$ cat config.mk
export PLATFORM = sky130hd
export DESIGN_NAME = gvfr_ctrl
export DESIGN_NICKNAME = d
export VERILOG_FILES = /design/src/hw/rtl/gvfr_pkg.sv /design/src/hw/rtl/gvfr_ctrl.sv
export SDC_FILE = /design/constraint.sdc
export NUM_CORES = 1
export LEC_CHECK = 0
export BUFFER_PORTS_ARGS = -buffer_cell sky130_fd_sc_hd__buf_4
export CORE_MARGIN = 5
export CORE_UTILIZATION = 30
export CTS_CLUSTER_DIAMETER = 100
export DETAILED_ROUTE_END_ITERATION = 16
export HOLD_SLACK_MARGIN = 0.15
export PLACE_DENSITY = 0.47
export SLEW_MARGIN = 20
export SYNTH_ARGS = -nofsm -noshare
export SYNTH_HDL_FRONTEND = slang
export SYNTH_SLANG_ARGS = --single-unit
$ cat constraint.sdc
create_clock -name clk_i -period 5.1 [get_ports clk_i]
set_input_delay 0.255 -clock clk_i [delete_from_list [all_inputs] [get_ports clk_i]]
set_output_delay 0.255 -clock clk_i [all_outputs]
set_load 0.02 [all_outputs]
$ cat src/hw/rtl/gvfr_pkg.sv
// gvfr_pkg: shared types, constants and command/status structs
// for the gesture velocity frame rate governor; no dependencies

package gvfr_pkg;

  localparam int SpeedBits = 24;
  localparam int EntriesPerTable = 3;
  localparam int CfgIdxW = 3;
  localparam int CfgDataW = 59;

  localparam logic [CfgIdxW-1:0] RegScale = 3'd0;
  localparam logic [CfgIdxW-1:0] RegMode = 3'd1;
  localparam logic [CfgIdxW-1:0] RegScroll0 = 3'd2;
  localparam logic [CfgIdxW-1:0] RegScroll1 = 3'd3;
  localparam logic [CfgIdxW-1:0] RegScroll2 = 3'd4;
  localparam logic [CfgIdxW-1:0] RegFling0 = 3'd5;
  localparam logic [CfgIdxW-1:0] RegFling1 = 3'd6;
  localparam logic [CfgIdxW-1:0] RegFling2 = 3'd7;

  localparam logic [2:0] OpStartSlide = 3'd0;
  localparam logic [2:0] OpStopSlide = 3'd1;
  localparam logic [2:0] OpStartFling = 3'd2;
  localparam logic [2:0] OpStopFling = 3'd3;
  localparam logic [2:0] OpScroll = 3'd4;
  localparam logic [2:0] OpFlingUpd = 3'd5;

  localparam logic [1:0] StratTable = 2'd1;
  localparam logic [1:0] StratAps = 2'd2;

  localparam logic [1:0] NoticeNone = 2'd0;
  localparam logic [1:0] NoticeStop = 2'd1;
  localparam logic [1:0] NoticeStart = 2'd2;

  localparam logic [8:0] RateDefault = 9'd120;
  localparam logic [8:0] RateCap = 9'd90;
  localparam logic [19:0] UsecPerSec = 20'd1000000;

  typedef enum logic [3:0] {
    StIdle, StSqrt, StMul, StDiv, StScale, StPick, StOut
  } gvfr_state_e;

  typedef struct packed {
    logic load;      // capture inputs, start magnitude
    logic sqrt_step;
    logic mul_us;
    logic div_step;
    logic scale;
    logic sat;       // force max speed
    logic pick;
  } gvfr_cmd_t;

  typedef struct packed {
    logic sqrt_done;
    logic div_done;
    logic dt_zero;
  } gvfr_sts_t;

endpackage

$ cat src/hw/rtl/gvfr_ctrl.sv
// gvfr_ctrl: controller fsm, gesture state and handshake
// depends on gvfr_pkg

module gvfr_ctrl (
  input  logic                  clk_i,
  input  logic                  rst_ni,
  input  logic                  in_valid_i,
  output logic                  in_ready_o,
  input  logic [2:0]            op_i,
  input  logic [2:0]            mode_i,
  input  gvfr_pkg::gvfr_sts_t   sts_i,
  input  logic [8:0]            rate_i,
  output gvfr_pkg::gvfr_cmd_t   cmd_o,
  output logic                  clr_time_o,
  output logic                  set_time_o,
  output logic                  out_valid_o,
  input  logic                  out_ready_i,
  output logic                  status_o,
  output logic [8:0]            frame_rate_o,
  output logic [1:0]            scene_notice_o
);

  gvfr_pkg::gvfr_state_e state_q, state_d;
  logic sliding_q, sliding_d, flinging_q, flinging_d;
  logic [8:0] cur_q, cur_d;
  logic [2:0] op_q, op_d;
  logic ovalid_q, ovalid_d, st_q, st_d;
  logic [8:0] fr_q, fr_d;
  logic [1:0] sn_q, sn_d;
  logic inited, aps, acc, upd;

  assign inited = mode_i[1:0] == gvfr_pkg::StratTable || mode_i[1:0] == gvfr_pkg::StratAps;
  assign aps = mode_i[1:0] == gvfr_pkg::StratAps;
  assign in_ready_o = state_q == gvfr_pkg::StIdle && !ovalid_q;
  assign acc = in_valid_i && in_ready_o;
  assign upd = sliding_q && !aps &&
               ((op_i == gvfr_pkg::OpScroll && !flinging_q) ||
                (op_i == gvfr_pkg::OpFlingUpd && flinging_q));

  always_ff @(posedge clk_i or negedge rst_ni) begin
    if (!rst_ni) begin
      state_q <= gvfr_pkg::StIdle;
      sliding_q <= 1'b0;
      flinging_q <= 1'b0;
      cur_q <= '0;
      op_q <= '0;
      ovalid_q <= 1'b0;
      st_q <= 1'b1;
      fr_q <= '0;
      sn_q <= '0;
    end else begin
      state_q <= state_d;
      sliding_q <= sliding_d;
      flinging_q <= flinging_d;
      cur_q <= cur_d;
      op_q <= op_d;
      ovalid_q <= ovalid_d;
      st_q <= st_d;
      fr_q <= fr_d;
      sn_q <= sn_d;
    end
  end

  always_comb begin
    state_d = state_q;
    sliding_d = sliding_q;
    flinging_d = flinging_q;
    cur_d = cur_q;
    op_d = op_q;
    ovalid_d = ovalid_q && !out_ready_i;
    st_d = st_q;
    fr_d = fr_q;
    sn_d = sn_q;
    cmd_o = '0;
    clr_time_o = 1'b0;
    set_time_o = 1'b0;
    unique case (state_q)
      gvfr_pkg::StIdle: begin
        if (acc) begin
          op_d = op_i;
          st_d = 1'b1;
          fr_d = '0;
          sn_d = gvfr_pkg::NoticeNone;
          ovalid_d = 1'b1;
          unique case (op_i)
            gvfr_pkg::OpStartSlide: begin
              if (inited && !sliding_q) begin
                set_time_o = 1'b1;
                sliding_d = 1'b1;
                flinging_d = 1'b0;
                st_d = 1'b0;
              end
            end
            gvfr_pkg::OpStopSlide: begin
              if (inited && sliding_q && !flinging_q) begin
                clr_time_o = 1'b1;
                sliding_d = 1'b0;
                cur_d = '0;
                st_d = 1'b0;
              end
            end
            gvfr_pkg::OpStartFling: begin
              if (inited && sliding_q) begin
                flinging_d = 1'b1;
                st_d = 1'b0;
                if (aps) sn_d = gvfr_pkg::NoticeStart;
              end
            end
            gvfr_pkg::OpStopFling: begin
              if (inited && sliding_q && flinging_q) begin
                clr_time_o = 1'b1;
                sliding_d = 1'b0;
                flinging_d = 1'b0;
                cur_d = '0;
                st_d = 1'b0;
                if (aps) sn_d = gvfr_pkg::NoticeStop;
              end
            end
            gvfr_pkg::OpScroll, gvfr_pkg::OpFlingUpd: begin
              if (upd) begin
                cmd_o.load = 1'b1;
                ovalid_d = 1'b0;
                state_d = gvfr_pkg::StSqrt;
              end
            end
            default: ;
          endcase
        end
      end
      gvfr_pkg::StSqrt: begin
        cmd_o.sqrt_step = 1'b1;
        if (sts_i.sqrt_done) begin
          state_d = op_q == gvfr_pkg::OpScroll ? gvfr_pkg::StMul : gvfr_pkg::StScale;
        end
      end
      gvfr_pkg::StMul: begin
        cmd_o.mul_us = 1'b1;
        set_time_o = 1'b1;
        state_d = gvfr_pkg::StDiv;
      end
      gvfr_pkg::StDiv: begin
        if (sts_i.dt_zero) begin
          cmd_o.sat = 1'b1;
          state_d = gvfr_pkg::StPick;
        end else begin
          cmd_o.div_step = 1'b1;
          if (sts_i.div_done) state_d = gvfr_pkg::StScale;
        end
      end
      gvfr_pkg::StScale: begin
        cmd_o.scale = 1'b1;
        state_d = gvfr_pkg::StPick;
      end
      gvfr_pkg::StPick: begin
        cmd_o.pick = 1'b1;
        state_d = gvfr_pkg::StOut;
      end
      gvfr_pkg::StOut: begin
        if (rate_i != cur_q) begin
          cur_d = rate_i;
          st_d = 1'b0;
          fr_d = rate_i;
        end
        ovalid_d = 1'b1;
        state_d = gvfr_pkg::StIdle;
      end
      default: state_d = gvfr_pkg::StIdle;
    endcase
  end

  assign out_valid_o = ovalid_q;
  assign status_o = st_q;
  assign frame_rate_o = fr_q;
  assign scene_notice_o = sn_q;

endmodule

==> results of run 1 <==
-- per-layer routing --
metal  routed length, µm  vias to the layer above  GRT usage [%]
met5                   0                        -              0
met4                  31                        0          2.975
met3                 255                        4          4.563
met2                2186                       45          20.57
met1                2346                      764          19.31
li1                    -                      810              -
-- metrics by stage --
| stage | std cells | power, W | setup WS, ns | hold WS (ns) | util [%] |
|---|---|---|---|---|---|
| floorplan | 197 | 0.0008145 | 3.014 | -0.04059 | - |
| global route | 309 | 0.001279 | 2.447 | 0.2118 | 38.19 |
| global placement | 300 | 0.0009859 | 2.748 | 0.2194 | 36.45 |
| finish | 309 | 0.001178 | 2.567 | 0.2094 | 38.19 |
| detailed placement | 300 | 0.0009892 | 2.740 | 0.2157 | 36.45 |
| CTS | 309 | 0.001194 | 2.570 | 0.2064 | 38.19 |
-- registers in the layout (all words and copies together) (netlist names) --
name	cells
cur_q	9
flinging_q	1
frame_rate_o	9
op_q	3
out_valid_o	1
scene_notice_o	2
sliding_q	1
state_q	3
status_o	1
-- cell families after synthesis --
logic type      after synthesis  synth area share (%)
xor+xnor                     12                 5.936
compound gates               57                 22.47
fa+ha+maj                     1                0.7066
mux                           2                 1.272
flops                        30                 42.47
buf+inv                      22                 5.370
simple gates                 73                 21.77
-- how the worst min path moves through the flow --
stage / start / endpoint / slack [ns] / cells past startpoint
2_1_floorplan: rst_ni / cur_q[0] / -0.04 / 0
6_report: op_i[2] / scene_notice_o[1] / 0.21 / 2
4_1_cts: op_i[2] / scene_notice_o[0] / 0.21 / 2
5_1_grt: op_i[2] / scene_notice_o[1] / 0.21 / 2
3_3_place_gp: rst_ni / cur_q[4] / 0.22 / 1
3_5_place_dp: rst_ni / cur_q[7] / 0.22 / 1
-- critical path: stages, from the launching register on --
cell and delay (ns):
dfrtp_1 0.52, or4_4 0.69, nor2_1 0.37, nand2_1 0.14
nor2_1 0.12, buf_4 0.15
-- synth_stat cells, types with 3 or more instances --
cell,number
nor2_1,10
nor3_1,4
dfrtp_1,29
o21ai_0,4
nand2_1,26
inv_1,6
o22ai_1,8
xnor2_1,11
a31oi_1,9
buf_2,3
o21ai_1,11
a311o_1,7
nor4_1,7
clkbuf_1,11
nor3b_1,5
a21oi_1,4
nand3_1,6
-- layout make-up --
type                    instances  area (µm²)
flip-flops and latches         30       752.0
well taps                      75       93.84
repair buffers                 44       332.8
multi-input cells             145       923.4
clock inverters                 1       5.005
clock buffers                   7       86.33
fillers                       635        3595
inverters                       7       27.53
-- power groups by stage --
stage	logic, W	registers (W)	clock network (W)
floorplan	0.000379	0.000436	0
global placement	0.000542	0.000444	0
detailed placement	0.000545	0.000444	0
CTS	0.000548	0.000440	0.000206
global route	0.000603	0.000456	0.000220
finish	0.000540	0.000439	0.000199
==> impl_metrics.yaml, run 1 <==
power_and_ir_drop:
  switching_share_pct: 42.03
  vdd_drop_max_mv: 0.2750
  p_leak_nw: 0.9556
  pwr-share-comb_pct: 45.8
  p_seq_share_pct: 37.3
  p_int_w: 0.0006828
  power_density_mw_per_mm2: 530.4
  p_clk_share_pct: 16.9
  power_switching_w: 0.0004951
drt:
  drtAntennaViolNets: 0
  drtIter0Drc: 78
  routed_wl_um: 4821
  vias: 1623
  post_drt_wl_per_cell_um: 15.60
  drc: 0
  dr.pass1.iters: 4
  vias_per_cell: 5.252
die:
  ios: 45
  start_util_pct: 30.44
  rows: 28
  die_w_um: 86.82
  core_mm2: 0.005816
  die_area_mm2: 0.007538
  dieHeight_um: 86.82
clock_tree:
  cts_buffer_depth: 2
  cts_tree: "yes"
  htreeDepth: 2
  cts_resized: 0
  clk_pin_slew_ns: 0.06
  numCtsBuffers: 5
  hold_buffers: 1
  post_cts_buffers: 0
  cts.sinks: 30
  cts_root_buffer: "clkbuf_8"
  clk_latency_ns: 0.28
sta:
  worst_pin_slew_ns: 0.9896
  final_max_slew_viol_count: 0
  max_freq_mhz: 394.7
  fin_crit_ns: 2.533
  fin_skew_ns: 0.001623
  hold_viol: 0
  rsz0062_at_grt: "no"
  finalCritPeriodShare_pct: 49.68
  setup_viol: 0
  timing.slew.headroom_pct: 33.72
  tns_ns: 0
logic_synthesis:
  synth.distinct_cells: 46
  syn-cell-area_mm2: 0.001770
  ys.warnings.count: 0
  synthesis.nets: 220
  synth_top_cell_by_area: "dfrtp_1"
  syn_area_per_cell_um2: 8.987
  synth_cells: 197
  ys_async_sr_fraction_pct: 100.0
  synth_seq_area_share_pct: 42.47
  synth-seq-cells: 30
  synth_area_leaders: "dfrtp_1 41%, nand2_1 5.5%, xnor2_1 5.4%"
  synth_top_area_share_pct: 40.99
  ys.flop_type: "dfrtp_1"
  synth_edf_count: 0
final_layout:
  drive_above_1_share_pct: 23.93
  syn2layout_area_growth_pct: 25.44
  final_common_cell: "buf_4"
  antenna_cells: 0
  nets: 256
  final_cell_mix: "43 x buf_4, 29 x dfrtp_1, 26 x nand2_1, 11 x xnor2_1, 11 x o21ai_1"
  final_area_mm2: 0.002221
global_route:
  grt_use_total_pct: 13.77
  grt_max_degree: 31
  grt_pass1_vias: 1610
  grt_overflow_total: 0
  antenna_found_initial: 0
  grt_pass1_wl_um: 8273
worst_setup_path:
  critPathKind: "reg -> out"
  cp_max_fo: 14
  crit_arrival_ns: 2.28
  r2r_start: "state_q[2]"
  reg2reg_slack_ns: 2.72
  cp-end-kind: "output port"
  start_kind: "register"
  reg2reg_depth: 4
  critPathRequiredTime_ns: 4.85
  critPathLaunch: "state_q[2]"
  worstReg2RegEnd: "cur_q[5]"
  crit_path_end: "clr_time_o"
placement:
  gp_congestion: 0.7482
  hpwl_um: 3457
  port_buffers: 43
  placed_area_mm2: 0.002120
outcome:
  status: "finished, final reports clean"
flow_run:
  maxCapViolations: 0
min_path:
  min_path_type: "in -> reg"
No activity file was read; power rests on OpenSTA's default activity.
==> inputs of run 2 (changes only) <==
ABC_AREA = 1   (was default)
PLACE_DENSITY = 0.49   (was 0.47)
clock period = 2.1 ns   (was 5.1 ns; I/O delays follow)
==> run 2 against run 1 <==
  * Synthesized area down 5.3%
  * Setup slack worse by 2.4 ns
  * Power is 120% higher
  * Global-route usage fell by 0.94 points
  * Clock-buffer cell count is the same
  * Critical path type unchanged
  * Routed wire length decreased by 11%
  * Clock power grew 140%
  * Sequential share of layout area is 0.32 points lower
  * Utilization is 2.8 points higher
==> impl_metrics.yaml, run 2 <==
logic_synthesis:
  synth_xor_area_share_pct: 3.134
  ys.warnings.count: 0
  yosysMostFrequentCell: "nand2_1"
  synth-seq-cells: 30
  synthesis.nets: 248
  ys_async_sr_fraction_pct: 100.0
  synth-adder-area-share_pct: 0.7463
  synth-compound-area-share_pct: 8.060
  syn_area_per_cell_um2: 7.452
  synth_top_family_by_area: "simple AND/OR/NAND/NOR gates"
  synth_edf_count: 0
  ys.flop_type: "dfrtp_1"
  synth.top_cells.by_count: "67 x nand2_1, 29 x dfrtp_1, 29 x nor2_1, 27 x inv_1, 27 x nand3_1"
  synth.distinct_cells: 28
  syn-cell-area_mm2: 0.001677
  synth_cells: 225
  yosys.area_share.simple_pct: 35.90
  synth_area_leaders: "dfrtp_1 43%, nand2_1 15%, nand3_1 8.1%"
  synth_mux_area_share_pct: 0
  synth_top_cell_by_area: "dfrtp_1"
  synth_top_area_share_pct: 43.28
  synth_seq_area_share_pct: 44.85
drt:
  vias_per_cell: 4.469
  drtIter0Drc: 58
  drc: 0
  post_drt_wl_per_cell_um: 12.12
  vias: 1582
  routed_wl_um: 4289
  dr.pass1.iters: 4
  drtAntennaViolNets: 0
sta:
  setup_viol: 0
  whs_ns: 0.1633
  worst_pin_slew_ns: 0.4054
  fin_skew_ns: 0.005091
  max_freq_mhz: 526.3
  timing.final.ws_setup_ns: 0.2000
  final_max_slew_viol_count: 0
  rsz0062_at_grt: "no"
  fin_crit_ns: 1.900
  hold_viol: 0
  timing.slew.headroom_pct: 72.98
  finalCritPeriodShare_pct: 90.48
  tns_ns: 0
worst_setup_path:
  critPathRequiredTime_ns: 2.00
  cp_top_family: "simple AND/OR/NAND/NOR gates"
  cp_num_buf_inv: 2
  cp-end-kind: "output port"
  critPathKind: "reg -> out"
  worstPathCellList: "inv_4 -> nand3_4 -> nor2_4 -> nand2_2 -> nor3_1 -> nand2_1 -> o21ai_0 -> buf_4"
  worst_path_max_delay_cell: "dfrtp_1"
  cp_max_fo: 7
  reg2reg_slack_ns: 0.44
  slowest_delay_ns: 0.44
  crit_arrival_ns: 1.79
  start_kind: "register"
clock_tree:
  numCtsBuffers: 5
  cts_resized: 0
  clk_pin_slew_ns: 0.06
  hold_buffers: 5
  post_cts_buffers: 0
  cts_tree: "yes"
  cts_buffer_depth: 2
  clk_latency_ns: 0.28
  htreeDepth: 2
  cts.sinks: 30
  cts_root_buffer: "clkbuf_8"
global_route:
  grt_use_total_pct: 12.83
  grt_max_degree: 31
  grt_pass1_wl_um: 7369
  antenna_found_initial: 0
  grt_pass1_vias: 1584
  grt_overflow_total: 0
flow_run:
  maxCapViolations: 0
die:
  start_util_pct: 30.64
  die_w_um: 84.76
  dieHeight_um: 84.76
  ios: 45
  die_area_mm2: 0.007183
  core_mm2: 0.005473
  rows: 27
power_and_ir_drop:
  power_density_mw_per_mm2: 1153
  vdd_drop_max_mv: 0.4806
  p_leak_nw: 1.219
min_path:
  min_path_type: "in -> reg"
final_layout:
  antenna_cells: 0
  syn2layout_area_growth_pct: 33.73
  nets: 304
  final_common_cell: "nand2_1"
  drive_above_1_share_pct: 23.40
  final_cell_mix: "67 x nand2_1, 45 x buf_4, 29 x nor2_1, 29 x dfrtp_1"
placement:
  port_buffers: 43
  hpwl_um: 3174
  gp_congestion: 0.8546
  pre_cts_ws_ns: 0.3813
outcome:
  status: "finished, final reports clean"
## run 2: cell count changes in the layout (fill, tap and decap cells not counted), moves of 9 or more
cell	delta
o21ai_1	-11
nand2_1	+41
nand3_1	+21
nor2_1	+19
inv_1	+21
o21ai_0	+9
a31oi_1	-9
## run 2: power breakdown
group | internal [W] | switching (W) | total (W)
clock network | 0.000264 | 0.000214 | 0.000478
registers | 0.000769 | 0.000141 | 0.000909
logic | 0.000461 | 0.000736 | 0.00120
total | 0.00149 | 0.00109 | 0.00258
## run 2: cell type report
type                    count  area, µm²
clock inverters             1      5.005
repair buffers             50      387.9
clock buffers               7      86.33
fillers                   592       3231
flip-flops and latches     30      752.0
inverters                  31      118.9
well taps                  72      90.09
multi-input cells         163      802.0
## run 2: logic make-up (layout without fill, tap and decap cells)
group	count (synthesis)	count (layout)
simple gates	134	134
buf+inv	32	89
flops	30	30
compound gates	22	22
xor+xnor	6	6
fa+ha+maj	1	1
## run 2: layer usage
layer  vias to the layer above  track usage (%)  share of wire, %
met5                         -                0                 0
met4                         0            4.892               1.5
met3                         7            4.024               6.4
met2                        42            20.57                45
met1                       709            16.12                47
li1                        824                -                 -
## run 2: worst paths after layout
check                                start                end  depth (start not counted)
setup / recovery                state_q[2]         set_time_o                          8
hold / removal                     op_i[1]            op_q[1]                          3
setup reg to reg                state_q[0]    frame_rate_o[0]                          8
hold reg to reg            frame_rate_o[3]    frame_rate_o[3]                          2
max in group asynchronous           rst_ni           status_o                          2
min in group asynchronous           rst_ni  scene_notice_o[0]                          2
## run 2: per-stage QoR
stage | utilization, % | power [W] | cells | instance area, µm²
after floorplan | - | 0.001734 | 225 | 1677
after global placement | 38.39 | 0.002119 | 341 | 2101
after detailed placement | 38.39 | 0.002127 | 341 | 2101
after CTS | 40.97 | 0.002629 | 354 | 2242
after global routing | 40.97 | 0.002835 | 354 | 2242
final | 40.97 | 0.002584 | 354 | 2242
## run 2: worst register-to-register path: cells and delay by family (launching register included)
kind / cells / cell delay (ns)
flip-flops: 1 / 0.40
AO/OA/AOI/OAI: 1 / 0.30
buffers and inverters: 1 / 0.10
AND/OR/NAND/NOR: 6 / 0.75
==> inputs of run 3 (changes only) <==
CORE_MARGIN = default   (was 5)
GPL_ROUTABILITY_DRIVEN = 0   (was default)
PLACE_DENSITY = 0.54   (was 0.49)
==> run 3 against run 2 <==
  * Die area fell by 18%
  * Flip-flop and latch count unchanged
  * Fmax is essentially flat
  * Global-route usage grew 2.4 points
  * Setup slack gained 0.0014 ns
  * Power down 1.7%
  * First-iteration DRC count is 14% lower
  * Sequential share of layout area increased by 0.15 points
  * Hold slack better by 0.0031 ns
==> impl_metrics.yaml, run 3 (synthesis results as in run 2) <==
outcome:
  status: "finished, final reports clean"
clock_tree:
  cts_buffer_depth: 2
  clk_latency_ns: 0.28
  cts_root_buffer: "clkbuf_8"
  numCtsBuffers: 5
  post_cts_buffers: 0
  htreeDepth: 2
  clk_pin_slew_ns: 0.06
  cts_tree: "yes"
  cts.sinks: 30
worst_setup_path:
  critPathKind: "reg -> out"
  slowest_delay_ns: 0.44
  critPathLaunch: "state_q[2]"
  cp-end-kind: "output port"
  r2r_start: "state_q[2]"
  reg2reg_slack_ns: 0.39
  crit_arrival_ns: 1.79
  worstPathCellList: "inv_4 -> nand3_4 -> nor2_4 -> nand2_2 -> nor3_2 -> nand2_1 -> o21ai_0 -> buf_4"
  worst_path_max_delay_cell: "dfrtp_1"
  start_kind: "register"
  critPathRequiredTime_ns: 2.00
  cp_max_fo: 8
final_layout:
  drive_above_1_share_pct: 22.78
  syn2layout_area_growth_pct: 33.13
  fin_cells: 351
  antenna_cells: 0
  nets: 304
  final_cell_mix: "67 x nand2_1, 44 x buf_4, 29 x nor2_1, 29 x dfrtp_1"
  final_common_cell: "nand2_1"
die:
  start_util_pct: 32.01
  rows: 26
  core_mm2: 0.005238
  die_w_um: 76.76
  ios: 45
  dieHeight_um: 76.76
  die_area_mm2: 0.005891
sta:
  timing.final.ws_setup_ns: 0.2014
  rsz0062_at_grt: "no"
  fin_skew_ns: 0.003500
  worst_pin_slew_ns: 0.4058
  final_max_slew_viol_count: 0
  setup_viol: 0
  fin_crit_ns: 1.899
  timing.slew.headroom_pct: 72.95
  tns_ns: 0
  finalCritPeriodShare_pct: 90.41
  max_freq_mhz: 526.7
  hold_viol: 0
min_path:
  min_path_type: "in -> reg"
  hp-start: "op_i[1]"
placement:
  dp_cells: 338
  port_buffers: 43
  hpwl_um: 3014
  pre_cts_ws_ns: 0.3789
power_and_ir_drop:
  switching_share_pct: 42.87
  p_leak_nw: 1.209
  power_switching_w: 0.001088
  vdd_drop_max_mv: 0.4649
  power_density_mw_per_mm2: 1138
  p_seq_share_pct: 35.8
  p_clk_share_pct: 17.1
  p_int_w: 0.001451
  pwr-share-comb_pct: 47.1
drt:
  drtAntennaViolNets: 0
  routed_wl_um: 4112
  post_drt_wl_per_cell_um: 11.72
  drc: 0
  vias_per_cell: 4.647
  drtIter0Drc: 50
  dr.pass1.iters: 4
  vias: 1631
global_route:
  grt_max_degree: 31
  grt_pass1_vias: 1579
  grt_pass1_wl_um: 7141
  grt_overflow_total: 0
  antenna_found_initial: 0
  grt_use_total_pct: 15.28
flow_run:
  maxCapViolations: 0
## run 3: changes by cell type in the layout (fill, tap and decap cells not counted), sizes merged
cell,delta
dlygate4sd3,+1
clkinv,-1
buf,-1
## run 3: final timing paths
check                                  endpoint  cells past startpoint
worst min-delay path                    op_q[1]                      3
worst max-delay path                 set_time_o                      8
worst max register to register  frame_rate_o[4]                      8
max in group asynchronous              status_o                      2
min in group asynchronous       frame_rate_o[7]                      2
worst min register to register  frame_rate_o[8]                      2
## run 3: area by class of cell
cell class	count	area, µm²
clock buffers	7	76.32
fillers	538	3005
inverters	31	118.9
multi-input cells	163	807.0
flip-flops and latches	30	752.0
well taps	70	87.58
repair buffers	50	390.4
## run 3: routing by layer
layer,global-route usage (%),vias to the layer above,wire (µm)
met5,0,-,0
met1,20.06,768,1989
li1,-,823,-
met4,5.192,0,55
met3,4.167,6,200
met2,24.02,34,1867
## run 3: critical path: cells and delay by family, from the launching register on
kind | cells | cell delay (ns)
compound gates | 1 | 0.09
simple gates | 5 | 0.68
flops | 1 | 0.44
buf+inv | 2 | 0.30
## run 3: power groups by stage
stage	Combinational (W)	Clock (W)	Sequential, W
floorplan	0.000802	0	0.000932
CTS	0.00121	0.000454	0.000908
global placement	0.00118	0	0.000915
detailed placement	0.00120	0	0.000919
global route	0.00135	0.000481	0.000937
finish	0.00120	0.000435	0.000908
## run 3: repair_timing
item / 4_1_cts / 5_1_grt
hold endpoints to repair: 34 / 0
resized for setup: 0 / 1
hold buffers: 6 / 0
endpoints found under the setup margin: 0 / 1
## run 3: stage by stage
stage          utilization, %  power (W)  hold slack (ns)  area [µm²]
2_1_floorplan               -   0.001734          -0.1906        1677
3_3_place_gp            39.92   0.002100          0.06487        2091
3_5_place_dp            39.92   0.002115          0.06322        2091
4_1_cts                 42.52   0.002572           0.1512        2227
5_1_grt                 42.62   0.002764           0.1651        2232
6_report                42.62   0.002539           0.1664        2232
